<file path="src/hdl/ffca_ram.sv">
`default_nettype none
// ----------------------------------------------------------------------------
// ffca_ram
// Generic single-write, single-read RAM with registered read data.
// ----------------------------------------------------------------------------
module ffca_ram #(
  parameter int WIDTH = 40,
  parameter int DEPTH = 64
) (
  input  wire logic                     clk,
  input  wire logic                     we,
  input  wire logic [$clog2(DEPTH)-1:0] waddr,
  input  wire logic [WIDTH-1:0]         wdata,
  input  wire logic [$clog2(DEPTH)-1:0] raddr,
  output logic      [WIDTH-1:0]         rdata
);

  logic [WIDTH-1:0] mem [DEPTH];

  always_ff @(posedge clk) begin
    if (we) begin
      mem[waddr] <= wdata;
    end
    rdata <= mem[raddr];
  end

endmodule
`default_nettype wire

</file>
<file path="config.mk">
export PLATFORM = sky130hd
export DESIGN_NAME = ffca_ram
export DESIGN_NICKNAME = d
export VERILOG_FILES = /design/src/hdl/ffca_ram.sv
export SDC_FILE = /design/constraint.sdc
export NUM_CORES = 2
export LEC_CHECK = 0
export CORE_AREA = 2 2 470 472
export CTS_BUF_LIST = sky130_fd_sc_hd__clkbuf_4 sky130_fd_sc_hd__clkbuf_8
export CTS_CLUSTER_DIAMETER = 120
export DETAILED_ROUTE_END_ITERATION = 12
export DIE_AREA = 0 0 472 474
export DONT_BUFFER_PORTS = 1
export SLEW_MARGIN = 0
export SYNTH_ARGS = -nofsm -noshare
export SYNTH_HDL_FRONTEND = slang
export SYNTH_SLANG_ARGS = --single-unit
</file>
<file path="constraint.sdc">
create_clock -name clk -period 4.7 [get_ports clk]
set_input_delay 0.47 -clock clk [delete_from_list [all_inputs] [get_ports clk]]
set_output_delay 0.47 -clock clk [all_outputs]
set_load 0.005 [all_outputs]
</file>
== Word level (Yosys, flattened, before mapping) ==
Memories as Yosys holds them, arrays and structs flattened. A register that Yosys moved wholly into a read port is not among the register bits.
Index checks and enable logic that the tools add are counted.

* Divide/modulo/power cells: 0
* Magnitude comparators: 0
* Reductions and logical operators: 0
* Mux-type cells: 2
* Eq/ne operators: 0
* Shifts and indexed selects: 0
* Multiply operators: 0
* Add/subtract/negate cells: 0
* Bitwise gates (word level): 0

{| class="wikitable"
|+ Operator list
! operator !! count
|-
| $mux W1 || 2
|}

* Memories: 1
* RAM bits: 2560
* Flip-flop bits (word level): 0
* Input bits: 54
* ROM bits: 0
* Latch bits: 0
* Word-level logic and storage cells: 3
* Output and inout port bits: 40

{| class="wikitable"
|+ Memory list
! name !! depth !! width !! read ports !! clocked after memory_dff !! wr ports !! RTL line !! RTL
|-
| mem || 64 || 40 || 1 || 1 || 1 || 18 || <nowiki>logic [WIDTH-1:0] mem [DEPTH];</nowiki>
|}

== Longest topological paths before layout ==
* Depth after elaboration: 2
* Depth in mapped cells: 9
* Gate-level depth less buffers: 5

== Least setup slack after synthesis ==
OpenSTA, ideal clock, no wires.

* Path type: input port to flip-flop
* Start point: input port waddr[3]
* End point: memory mem[48][0] (enable)
* Arrival: 3.706 ns
* Buffers on the path: 1
* Path slack: 0.508 ns
* Setup time: 0.487 ns
* Cell stages on the path: 4
* Data required time: 4.213 ns
* Cells stage by stage: clkbuf_1 > nor2b_1 > nand4b_1 > nor3_1

{| class="wikitable"
|+ RTL lines
! what !! RTL line !! RTL
|-
| start: declaration || 12 || <nowiki>input wire logic [$clog2(DEPTH)-1:0] waddr,</nowiki>
|-
| end: declaration || 18 ||
|}

Straight into the memory's write port.

==> reports/metrics.yaml <==
outcome: "finished, violations left"
violations: "capacitance limit, slew limit"
setup_tns_ns: 0
die_w_um: 472
rsz0062_at_grt: "false"
path_clk_slew_ns: 0.06
final_nets: 4652
drive_gt1_share_pct: 31.1
yosysWarningCount: 0
grt_antenna_before_repair: 7
powerDensity_mw_per_mm2: 418
pre_cts_ws_ns: 0.838
critPathRequiredTime_ns: 5.69
clkSinkCount: 2600
synth_cells: 4195
cap_violations: 1
synth.ff_latch_count: 2600
area_delta_synth_final_pct: 14.3
finalHoldViolCount: 0
post_cts_buffers: 0
grt-ovfl-total: 0
start_util_pct: 44.7
fin_crit_sh_pct: 80.9
postCtsHoldBufs: 102
drtIter0Drc: 5687
crit_path_frequent_cell: "buf_16"
fin_worst_skew_ns: 0.0882
ant_nets: 0
worstHoldPathType: "primary input to flip-flop"
post_drt_wl_per_cell_um: 32.2
setup_viol_count_final: 0
end_kind: "flip-flop"
root_buffer: "clkbuf_8"
setup_slack_ns: 0.900
avgViaCountPerCell: 6.02
syn_nets: 4249
power_leakage_nw: 34.8
grt_first_pass_wirelength_um: 356000
r2r_slack_ns: 2.21
firstDrtPassIters: 5
critPathMaxStageDelay_ns: 0.64
die_y_um: 474
period_needed_ns: 3.80
finalWirelength_um: 250000
io_pins: 94
cts_resized: 0
coreArea_mm2: 0.219
slew_headroom_pct: -64.3
num_vias: 46800
critPathMaxFanout: 108
drv_slew: 447
io_buffers: 0
cpMaxStageDelayCell: "buf_16"
fmax_mhz: 263
cts_buffer_depth: 4
multi_input_area_mm2: 0.0194
cts_tree: "done"
ctsHtreeMaxLevel: 5
n_fill_cell: 17100
insertion_delay_ns: 1.09
drcViolationCount: 0
grt_pass1_vias: 48200
crit_arrival_ns: 4.79
ir_worst_vdd_v: 0.000334
seqCellArea_mm2: 0.0777
ys_seq_area_share_pct: 79.4
cp-start-kind: "primary input"
die_area_mm2: 0.224
hpwlAfterDp_um: 129000
track_usage_pct: 22.4
place.gp.congestion: 0.780
synthDistinctLibCells: 36
numCtsBuffers: 422
rows: 172
syn_avg_cell_area_um2: 23.3
synth_area_mm2: 0.0978
path_class: "primary input to flip-flop"
crit_path_cell_trace: "buf_16, buf_16, buf_16, mux4_2, o221ai_1, dlygate4sd3_1, nor2_1, o22a_1, dlygate4sd3_1"
tightest_slew_ns: 2.46
hold_ws_ns: 0.0816
grt_max_degree: 593
==> metal layers <==
layer / global-route usage, % / routed length [µm]
met1: 31.9 / 104000
met2: 35.2 / 120000
met3: 4.20 / 18900
met4: 7.11 / 7240
met5: 0 / 0
==> cells in the mapped netlist, drive strengths merged <==
master  instances  area, µm²
nand3b          3       22.5
o221ai         42        368
mux2i         113       1130
nor2           97        364
or2             4       25.0
a22o           16        140
o21ai          22        110
nand2          19       71.3
or3b            2       17.5
o22a           26        228
dfxtp          40        801
a21oi          68        340
nand2b         13       81.3
nor3            3       15.0
nand4           2       12.5
or3             3       18.8
a22oi          18        135
nor4           34        213
buf           158        938
edfxtp       2560      76900
nand3           8       40.0
and2            4       25.0
mux4          608      13700
mux2           38        428
clkbuf         80        300
nor2b          16        100
and3            6       37.5
a211oi          6       45.0
a221oi         34        298
o21a            8       60.1
o22ai         143        895
nand4b          1       8.76
==> metrics by stage <==
step	power, W	instances	area, µm²	utilization (%)
after floorplan	0.0274	4195	97800	-
after global placement	0.0276	6932	102000	46.6
after detailed placement	0.0277	6936	102000	46.6
after CTS	0.0469	7756	112000	51.1
after global routing	0.0482	7766	112000	51.1
final	0.0468	7770	112000	51.1
==> layout make-up <==
cell class                      count  share of cell area, %
Antenna cell                        7                 0.0157
Clock buffer                      586                   6.46
Clock inverter                    132                  0.669
Multi-Input combinational cell   1357                   17.4
Sequential cell                  2600                   69.5
Tap cell                         2871                   3.21
Timing Repair Buffer              217                   2.81
==> critical path: cells and delay by family <==
| family | cells | cell delay, ns |
|---|---|---|
| AOI/OAI and AO/OA | 2 | 0.38 |
| muxes | 1 | 0.59 |
| and+or+nand+nor | 1 | 0.05 |
| buffers and inverters | 5 | 2.83 |
==> power by group <==
group          switching, W  internal, W  total [W]  leakage (nW)
Combinational       0.00125     0.000924    0.00218          7.22
Clock               0.00863       0.0102     0.0188          4.24
Sequential         0.000129       0.0257     0.0258          23.4
Total                0.0100       0.0368     0.0468          34.8
==> final timing paths <==
path                                       startpoint               endpoint  cells after the start
worst max-delay path                         raddr[0]      rdata[26]$_DFF_P_                      9
worst min-delay path                         waddr[5]  mem[43][21]$_DFFE_PP_                      3
worst max register to register  mem[52][26]$_DFFE_PP_      rdata[26]$_DFF_P_                      6
worst min register to register   mem[61][7]$_DFFE_PP_       rdata[7]$_DFF_P_                      3
==> layout by cell type (no fill, tap or decap), drive strengths merged, types with 3 or more instances in the layout <==
cell / instances
clkinv: 115
o221ai: 42
o22ai: 143
mux2: 38
nand2b: 13
a21oi: 68
nor4: 34
dlygate4sd3: 58
dfxtp: 40
clkbuf: 586
nand3b: 3
or3: 3
mux4: 608
nand2: 19
o21a: 8
o21ai: 22
buf: 159
clkinvlp: 7
bufinv: 6
and2: 4
and3: 6
edfxtp: 2560
inv: 4
a22oi: 18
a221oi: 34
o22a: 26
or2: 4
nor3: 3
nand3: 8
a22o: 16
diode: 7
a211oi: 6
mux2i: 113
nor2: 97
nor2b: 16
==> cells by family (layout without fill, tap and decap cells) <==
| logic type | after synthesis | count (layout) | synth area share [%] |
|---|---|---|---|
| flip-flops | 2600 | 2600 | 79.4 |
| AND/OR/NAND/NOR | 215 | 215 | 1.08 |
| multiplexers | 759 | 759 | 15.6 |
| buffers and inverters | 238 | 935 | 1.27 |
| other | 0 | 7 | 0 |
| AO/OA/AOI/OAI | 383 | 383 | 2.68 |
==> registers in the layout, summed over array words and instances (netlist names) <==
signal / count
mem: 2560
rdata: 40
Power figures use the tool's default switching activity.
