## config.mk

```make
export PLATFORM = sky130hd
export DESIGN_NAME = ffca_align
export DESIGN_NICKNAME = d
export VERILOG_FILES = /design/src/hdl/ffca_pkg.sv /design/src/hdl/ffca_align.sv
export SDC_FILE = /design/constraint.sdc
export NUM_CORES = 1
export LEC_CHECK = 0
export BUFFER_PORTS_ARGS = -buffer_cell sky130_fd_sc_hd__buf_2
export CAP_MARGIN = 10
export CORE_MARGIN = 2
export CORE_UTILIZATION = 44
export CTS_CLUSTER_DIAMETER = 120
export DETAILED_ROUTE_END_ITERATION = 6
export PLACE_DENSITY_LB_ADDON = 0.25
export SYNTH_ARGS = -nofsm -noshare
export SYNTH_HDL_FRONTEND = slang
export SYNTH_SLANG_ARGS = --single-unit
```

## constraint.sdc

```tcl
create_clock -name clk -period 2 [get_ports clk]
set_input_delay 0.6 -clock clk [delete_from_list [all_inputs] [get_ports clk]]
set_output_delay 0.6 -clock clk [all_outputs]
set_load 0.02 [all_outputs]
```

## src/hdl/ffca_pkg.sv

```systemverilog
`default_nettype none
// ----------------------------------------------------------------------------
// ffca_pkg
// Shared types, status codes and default sizes for the first-fit allocator.
// ----------------------------------------------------------------------------
package ffca_pkg;

  localparam int FIELD_W = 20;

  localparam int FREE_SLOTS_DEF         = 64;
  localparam int USED_SLOTS_DEF         = 64;
  localparam int ADDR_BITS_DEF          = 20;
  localparam int HEADER_BYTES_DEF       = 16;
  localparam int ALIGN_BYTES_DEF        = 16;
  localparam int ARENA_HEADER_BYTES_DEF = 32;

  localparam logic ACT_ALLOC = 1'b0;
  localparam logic ACT_FREE  = 1'b1;

  localparam logic [1:0] ST_OK      = 2'd0;
  localparam logic [1:0] ST_NOFIT   = 2'd1;
  localparam logic [1:0] ST_BADADDR = 2'd2;
  localparam logic [1:0] ST_FULL    = 2'd3;

  typedef struct packed {
    logic               action;
    logic [FIELD_W-1:0] request_size;
    logic [FIELD_W-1:0] free_address;
  } in_word_t;

  typedef struct packed {
    logic [1:0]         status;
    logic [FIELD_W-1:0] data_address;
  } out_word_t;

endpackage
`default_nettype wire

```

## src/hdl/ffca_align.sv

```systemverilog
`default_nettype none
// ----------------------------------------------------------------------------
// ffca_align
// Rounds a request up to the alignment: reciprocal multiply, one correction.
// ----------------------------------------------------------------------------
module ffca_align #(
  parameter int ALIGN_BYTES = ffca_pkg::ALIGN_BYTES_DEF
) (
  input  wire logic                         clk,
  input  wire logic [ffca_pkg::FIELD_W-1:0] req,
  output logic      [ffca_pkg::FIELD_W+1:0] need
);

  localparam int          SH    = 28;
  localparam logic [28:0] RECIP = 29'((64'd1 << SH) / ALIGN_BYTES);

  logic [20:0] x;
  logic [20:0] x_r;
  logic [49:0] prod_r;
  logic [21:0] q0;
  logic [27:0] q0a;
  logic [27:0] rem;
  logic [27:0] rnd;

  assign x = {1'b0, req} + 21'(ALIGN_BYTES - 1);

  always_ff @(posedge clk) begin
    x_r    <= x;
    prod_r <= {29'd0, x} * {21'd0, RECIP};
  end

  // quotient estimate is low by at most one
  assign q0   = prod_r[49:SH];
  assign q0a  = 28'(q0) * 28'(ALIGN_BYTES);
  assign rem  = 28'(x_r) - q0a;
  assign rnd  = (rem >= 28'(ALIGN_BYTES)) ? q0a + 28'(ALIGN_BYTES) : q0a;
  assign need = rnd[21:0];

endmodule
`default_nettype wire

```

### Word-level counts from Yosys, hierarchy flattened

Cells that the tools add are included.

* multiplexer cells: 1
* shift-type cells: 0
* equality and inequality tests: 0
* div/mod/pow operators: 0
* bitwise operators: 0
* multipliers: 0
* reductions and logical operators: 0
* add/subtract/negate cells: 3
* order comparisons: 1

Operators by type and width (count)
* $ge A28 B5 Y1 const B: 1
* $add A21 B5 Y22 const B: 1
* $mux W22: 1
* $sub A21 B21 Y22: 1
* $add A20 B4 Y21 const B: 1

* memory bits (writable): 0
* memories kept: 0
* flip-flop bits (word level): 21
* bits in latches: 0
* ROM bits: 0

### Depth between registers and ports, before layout

Gate-level depths: netlist of run 1.

* word-level depth: 3
* mapped depth: 4

### Worst setup path after synthesis of run 1

OpenSTA, ideal clock, no wires.

* path type: input port to flip-flop
* from: input port req[2] in the netlist's numbering
* to: register prod_r[30]
* setup time: 0.072 ns
* slack: 0.453 ns
* arrival: 1.475 ns
* data required time: 1.928 ns
* cell stages on the path: 4
* cell sequence: or4_1 > and2_4 > nand2_1 > xnor2_1

* longest elaborated chain between the ends: 1

Ends and longest elaborated chain
* start: declaration: RTL line ffca_align.sv:10 `input wire logic [ffca_pkg::FIELD_W-1:0] req,`
* $add A20 B4 Y21: RTL line ffca_align.sv:25 `assign x = {1'b0, req} + 21'(ALIGN_BYTES - 1);`
* named net x[6]: RTL line ffca_align.sv:17 `logic [20:0] x;`
* end signal: assignment: RTL line ffca_align.sv:29 `prod_r <= {29'd0, x} * {21'd0, RECIP};`
* end: declaration: RTL line ffca_align.sv:19 `logic [49:0] prod_r;`

The timed path passes the listed nets, and every way through them passes these cells.

### Final worst setup path of run 1

* from: input port req[2] in the netlist's numbering
* to: register prod_r[36]

Same word-level chain as after synthesis.

==> results.md, run 1 <==
* Ys Warns at 0
* Setup TNS at 0 ns
* Die Area at between 1500 and 2000 µm²
* First-pass GRT wire length at ~1900 µm
* Final hold violations at 0
* Top-area cell type share of the netlist area at 47.4%
* DP HPWL at slightly above 1000 µm
* Mux cell area share after synthesis at 0%
* Highest Clock Rate at ~690 MHz
* Port bufs at 37
* FP Rows at 14
* Largest net degree at the start of global routing at 10
* Cts hold-fix bufs at 0
* CP required at between 2 and 2.5 ns
* Vias at 581
* Worst Hold Depth at 2
* Clock Path Buffers at 2
* Worst hold path class: input pin to register
* Minimum clock period at approximately 1.4 ns
* Pwr dens at about 700 nW/µm²
* Gr usage total at a little over an eighth
* Post-route setup slack at 0.551 ns
* Distinct cells, synth at 18
* Crit share post-route at 72.4%
* CTS tree: built
* Initial drt markers at 3
* CTS sink count at 17
* Synth cell count leaders: dfxtp_1 (17), xnor2_1 (12), nand2_1 (8)
* Crit path kind: input pin to register
* Syn avg cell area at around 11 µm²
* Vert. Die Dim at approximately 44 µm
* Pre-CTS setup slack at between 0.2 and 0.25 ns
* Root Driver: clkbuf_4
* Layout area overhead at 29.1%
* Die width at 44.4 µm
* Most flops, register: prod_r
* H-tree levels at 1
* Leading area contributor after synthesis: dfxtp_1
* Status: finished clean
* Share of post-route cells with drive strength above 1 at 43.5%
* Simple-gate portion of the synthesized area at about a quarter
* Vias in the first global route at ~470
* RSZ-0062 raised after global routing: false
* Post-cts resize count at 0
* Leakage at 0.422 nW
* Post-CTS Repair Setup Buffers at 0
* Max-Cap Viols at 0
* Arrival @ worst endpoint at 1.66 ns
* Via-to-Cell Ratio at around 4.7
* Final WL at around 1200 µm
* Worst Setup End Kind: register
* # setup viols final at 0
* Largest family of logic cells by synthesized area: simple AND/OR/NAND/NOR gates
* Avg WL per Cell at 9.60 µm
* Maximum vdd drop at approximately 0.4 mV
* HP Start: req[19]
* DRC at 0
* Total CTS buffers at 3
* Worst Hold Path EP: prod_r[43]
* Routability Congestion at between 0.6 and 0.7
* Gr ovfl total at 0
* # nets final at 130
* Core area at around 1500 µm²
* Syn Inst Count at 68
* Synth area leaders: dfxtp_1 (47%), xnor2_1 (15%), buf_4 (5.2%)
* Initial core utilization at around 47%
* Number of flops mapped to enable cells by yosys at 0
* Final Max Tran Viols at 0
* Leading registers by flop count: prod_r: 17 flops
* Crit-path max FO at 5
* Sequential share of the synthesized area at between 40 and 50%
* FF+latch count, synth at 17
* Ant diodes at 0
* DR pass1 iterations at 2
* Post-synthesis adder-cell area fraction at 0%
* Synth Area in Compound Gates at 3.83%
* Initial antenna violation count at 0
* Power Total at around 0.66 mW
* Xor and xnor area share after synthesis at a little under a fifth
* Top_reg_cell synth: dfxtp_1
* CP Launch Type: input pin
* Antenna Nets Post-Route at 0
* Count leader, synth: dfxtp_1
* Post-synth ARST share at 0%
* Max FFs per register at 17
* Clock slew at reported path FFs at roughly 0.090 ns
* Io pins at 43
* Synthesized area at around 720 µm²
-- where the power goes --
part	switching, mW	internal [mW]
clock network	0.0941	0.0774
registers	0.00414	0.360
logic	0.0797	0.0489
total	0.178	0.486
-- worst max path at each step --
| stage | from | endpoint | slack [ns] | cells after the start |
|---|---|---|---|---|
| 3_5_place_dp | req[2] | prod_r[36] | 0.24 | 5 |
| 4_1_cts | req[2] | prod_r[36] | 0.54 | 5 |
| 2_1_floorplan | req[2] | prod_r[30] | 0.45 | 4 |
| 6_report | req[2] | prod_r[36] | 0.55 | 5 |
| 5_1_grt | req[2] | prod_r[36] | 0.50 | 5 |
| 3_3_place_gp | req[2] | prod_r[42] | 0.27 | 5 |
-- cell usage in the layout (no fill, tap or decap) --
cell type,count
xor2_1,3
dfxtp_1,17
nand4_1,5
nor2_1,4
or4_1,1
nor3_2,1
nor4_4,1
nor2_2,1
clkbuf_1,1
o41ai_4,1
xnor2_1,12
and2_1,1
conb_1,5
nand3_1,3
and2_4,1
clkbuf_4,3
and3_1,1
nand3_2,2
nand2_1,8
buf_2,37
-- worst max-delay path: stages --
cell and delay (ns):
buf_2 0.12, o41ai_4 0.53, nor3_2 0.16, nand3_1 0.13, xnor2_1 0.12
-- stage by stage --
stage | util (%) | hold slack, ns | instance area, µm² | cells
final | 60.8 | 0.525 | 927 | 124
after global routing | 60.8 | 0.503 | 927 | 124
after CTS | 60.8 | 0.518 | 927 | 124
after detailed placement | 59.1 | 0.824 | 901 | 120
after global placement | 59.1 | 0.811 | 901 | 120
after floorplan | - | 0.697 | 733 | 72
-- cell families (layout without fill, tap and decap cells) --
| group | Yosys count | in the layout |
|---|---|---|
| AND/OR/NAND/NOR | 29 | 29 |
| flip-flops | 17 | 17 |
| XOR/XNOR | 15 | 15 |
| buffers and inverters | 5 | 41 |
| other | 1 | 5 |
| AO/OA/AOI/OAI | 1 | 1 |
-- metal layers --
layer,part of all wire (%),global-route usage (%),wire length [µm]
met2,55,22.4,650
met5,0,0,0
met1,37,13.7,443
met3,6.5,2.86,77
met4,1.7,10.9,20
-- layout make-up --
class	count	area [µm²]
Tap cell	16	20.0
Fill cell	141	597
Timing Repair Buffer	37	185
Clock buffer	4	26.3
Sequential cell	17	340
Multi-Input combinational cell	50	355
Note: power is estimated with default switching activity, not from simulation.
==> run 2: changes to the inputs <==
Settings changed: CORE_UTILIZATION 44 to 37.
Clock period 2 ns to 1.3 ns, I/O delays scaled along.
==> run 2 against run 1 <==
Compared with the run above: die area increased by 17%; total power up 61%; largest cell class unchanged; sequential share of layout area decreased by 4.0 points; clock-buffer cell count down 1; combinational power grew 81%; core utilization fell by 2.5 points; wire length up 25%; clock power grew 59%; critical endpoint is now prod_r[43].
==> results.md, run 2 (synthesis gave the netlist of run 1 again) <==
* Status: finished clean
* Max-Cap Viols at 0
* Final design utilization at between 50 and 60%
* Arrival @ worst endpoint at roughly 1.4 ns
* Maximum vdd drop at about 0.46 mV
* Power Total at ~1.1 mW
* Clock share of power at ~26%
* Ant diodes at 0
* Gr ovfl total at 0
* Setup TNS at 0 ns
* Gr usage total at around 15%
* Port bufs at 37
* Largest net degree at the start of global routing at 11
* # setup viols final at 0
* Int Power at 0.769 mW
* Max FFs per register at 17
* Crit. Startpoint: req[3]
* FP Rows at 15
* GRT Max-Usage Layer: met2
* Final Max Tran Viols at 0
* Worst hold path class: input pin to register
* Worst Hold Depth at 2
* Fillers at around 150
* Worst setup path end: prod_r[43]
* Vert. Die Dim at 48.1 µm
* Vias in the first global route at 610
* Avg WL per Cell at 10.2 µm
* DR pass1 iterations at 4
* Post-route setup slack at 0.0707 ns
* Io pins at between 40 and 50
* Flop pwr share at 52.6%
* H-tree levels at 1
* Pwr dens at roughly 1000 nW/µm²
* Most flops, register: prod_r
* Cts hold-fix bufs at 0
* Layout area overhead at 44.9%
* First-pass GRT wire length at around 2300 µm
* Root Driver: clkbuf_4
* Total CTS buffers at 3
* Via-to-Cell Ratio at approximately 4.4
* CP Launch Type: input pin
* Die Area at 2310 µm²
* CP required at between 1 and 1.5 ns
* Vias at between 600 and 700
* Met3 usage at roughly 4.5%
* Core area at about 1800 µm²
* Crit-path max FO at 4
* M1 GR Usage at ~16%
* Final hold violations at 0
* Final hold slack at 0.302 ns
* Crit share post-route at 94.6%
* Met2 Track Usage GR at roughly 25%
* Die width at approximately 48 µm
* Leakage at approximately 0.5 nW
* CTS tree: built
* CTS sink count at 17
* Routability Congestion at between 0.7 and 0.8
* Inst Count DP at approximately 140
* Worst Setup End Kind: register
* Initial antenna violation count at 0
* Fin cells at ~150
* Combinational share of power at about 22%
* Post-cts resize count at 0
* RSZ-0062 raised after global routing: false
* DRC at 0
* Initial core utilization at 40.3%
* Most frequent cells in the layout: buf_2 (37), dfxtp_1 (17), buf_4 (13)
* DP HPWL at 1270 µm
* Switch Pwr at 0.298 mW
* Leading registers by flop count: prod_r: 17 flops
* Clock Path Buffers at 2
* Sw Share at between 20% and 30%
* Post-CTS Repair Setup Buffers at 0
* Finished Cell Area at around 1000 µm²
* Clock slew at reported path FFs at approximately 0.1 ns
* Commonest non-fill, non-tap cell in the layout: buf_2
* Antenna Nets Post-Route at 0
* Crit path kind: input pin to register
* # nets final at 143
* Minimum clock period at ~1.2 ns
* Placement Cell Area at roughly 1000 µm²
* Share of post-route cells with drive strength above 1 at between 50 and 60%
* Final WL at 1490 µm
* Initial drt markers at 6
* Pre-CTS setup slack at -0.250 ns
* Highest Clock Rate at 813 MHz
[run 2: final cells by class]
cell class / instances / area, µm² / share of cell area (%)
Sequential cell: 17 / 340 / 32.7
Timing Repair Buffer: 50 / 283 / 27.2
Tap cell: 25 / 31.3 / 3.00
Clock inverter: 1 / 5.00 / 0.481
Clock buffer: 3 / 22.5 / 2.16
Multi-Input combinational cell: 50 / 359 / 34.5
[run 2: metal layers]
metal	vias to the layer above	wire length, µm
met1	282	621
met4	0	41
met3	4	104
met5	-	0
met2	28	723
li1	327	-
[run 2: power groups by stage]
stage / Combinational (mW) / Clock [mW] / Sequential (mW)
global route: 0.253 / 0.309 / 0.564
floorplan: 0.0741 / 0 / 0.619
global placement: 0.230 / 0 / 0.573
detailed placement: 0.233 / 0 / 0.574
finish: 0.233 / 0.273 / 0.561
CTS: 0.234 / 0.281 / 0.561
[run 2: worst min path at each step]
| stage | from | end | slack (ns) |
|---|---|---|---|
| after floorplan | req[8] | prod_r[32] | 0.49 |
| after global placement | req[19] | prod_r[43] | 0.60 |
| after detailed placement | req[19] | prod_r[43] | 0.61 |
| after CTS | req[19] | prod_r[43] | 0.30 |
| after global routing | req[19] | prod_r[43] | 0.30 |
| final | req[19] | prod_r[43] | 0.30 |
[run 2: critical path: stages]
cell     delay [ns]
buf_2          0.11
o41ai_4        0.08
buf_4          0.16
nor4_4         0.36
nand4_1        0.17
xnor2_1        0.15
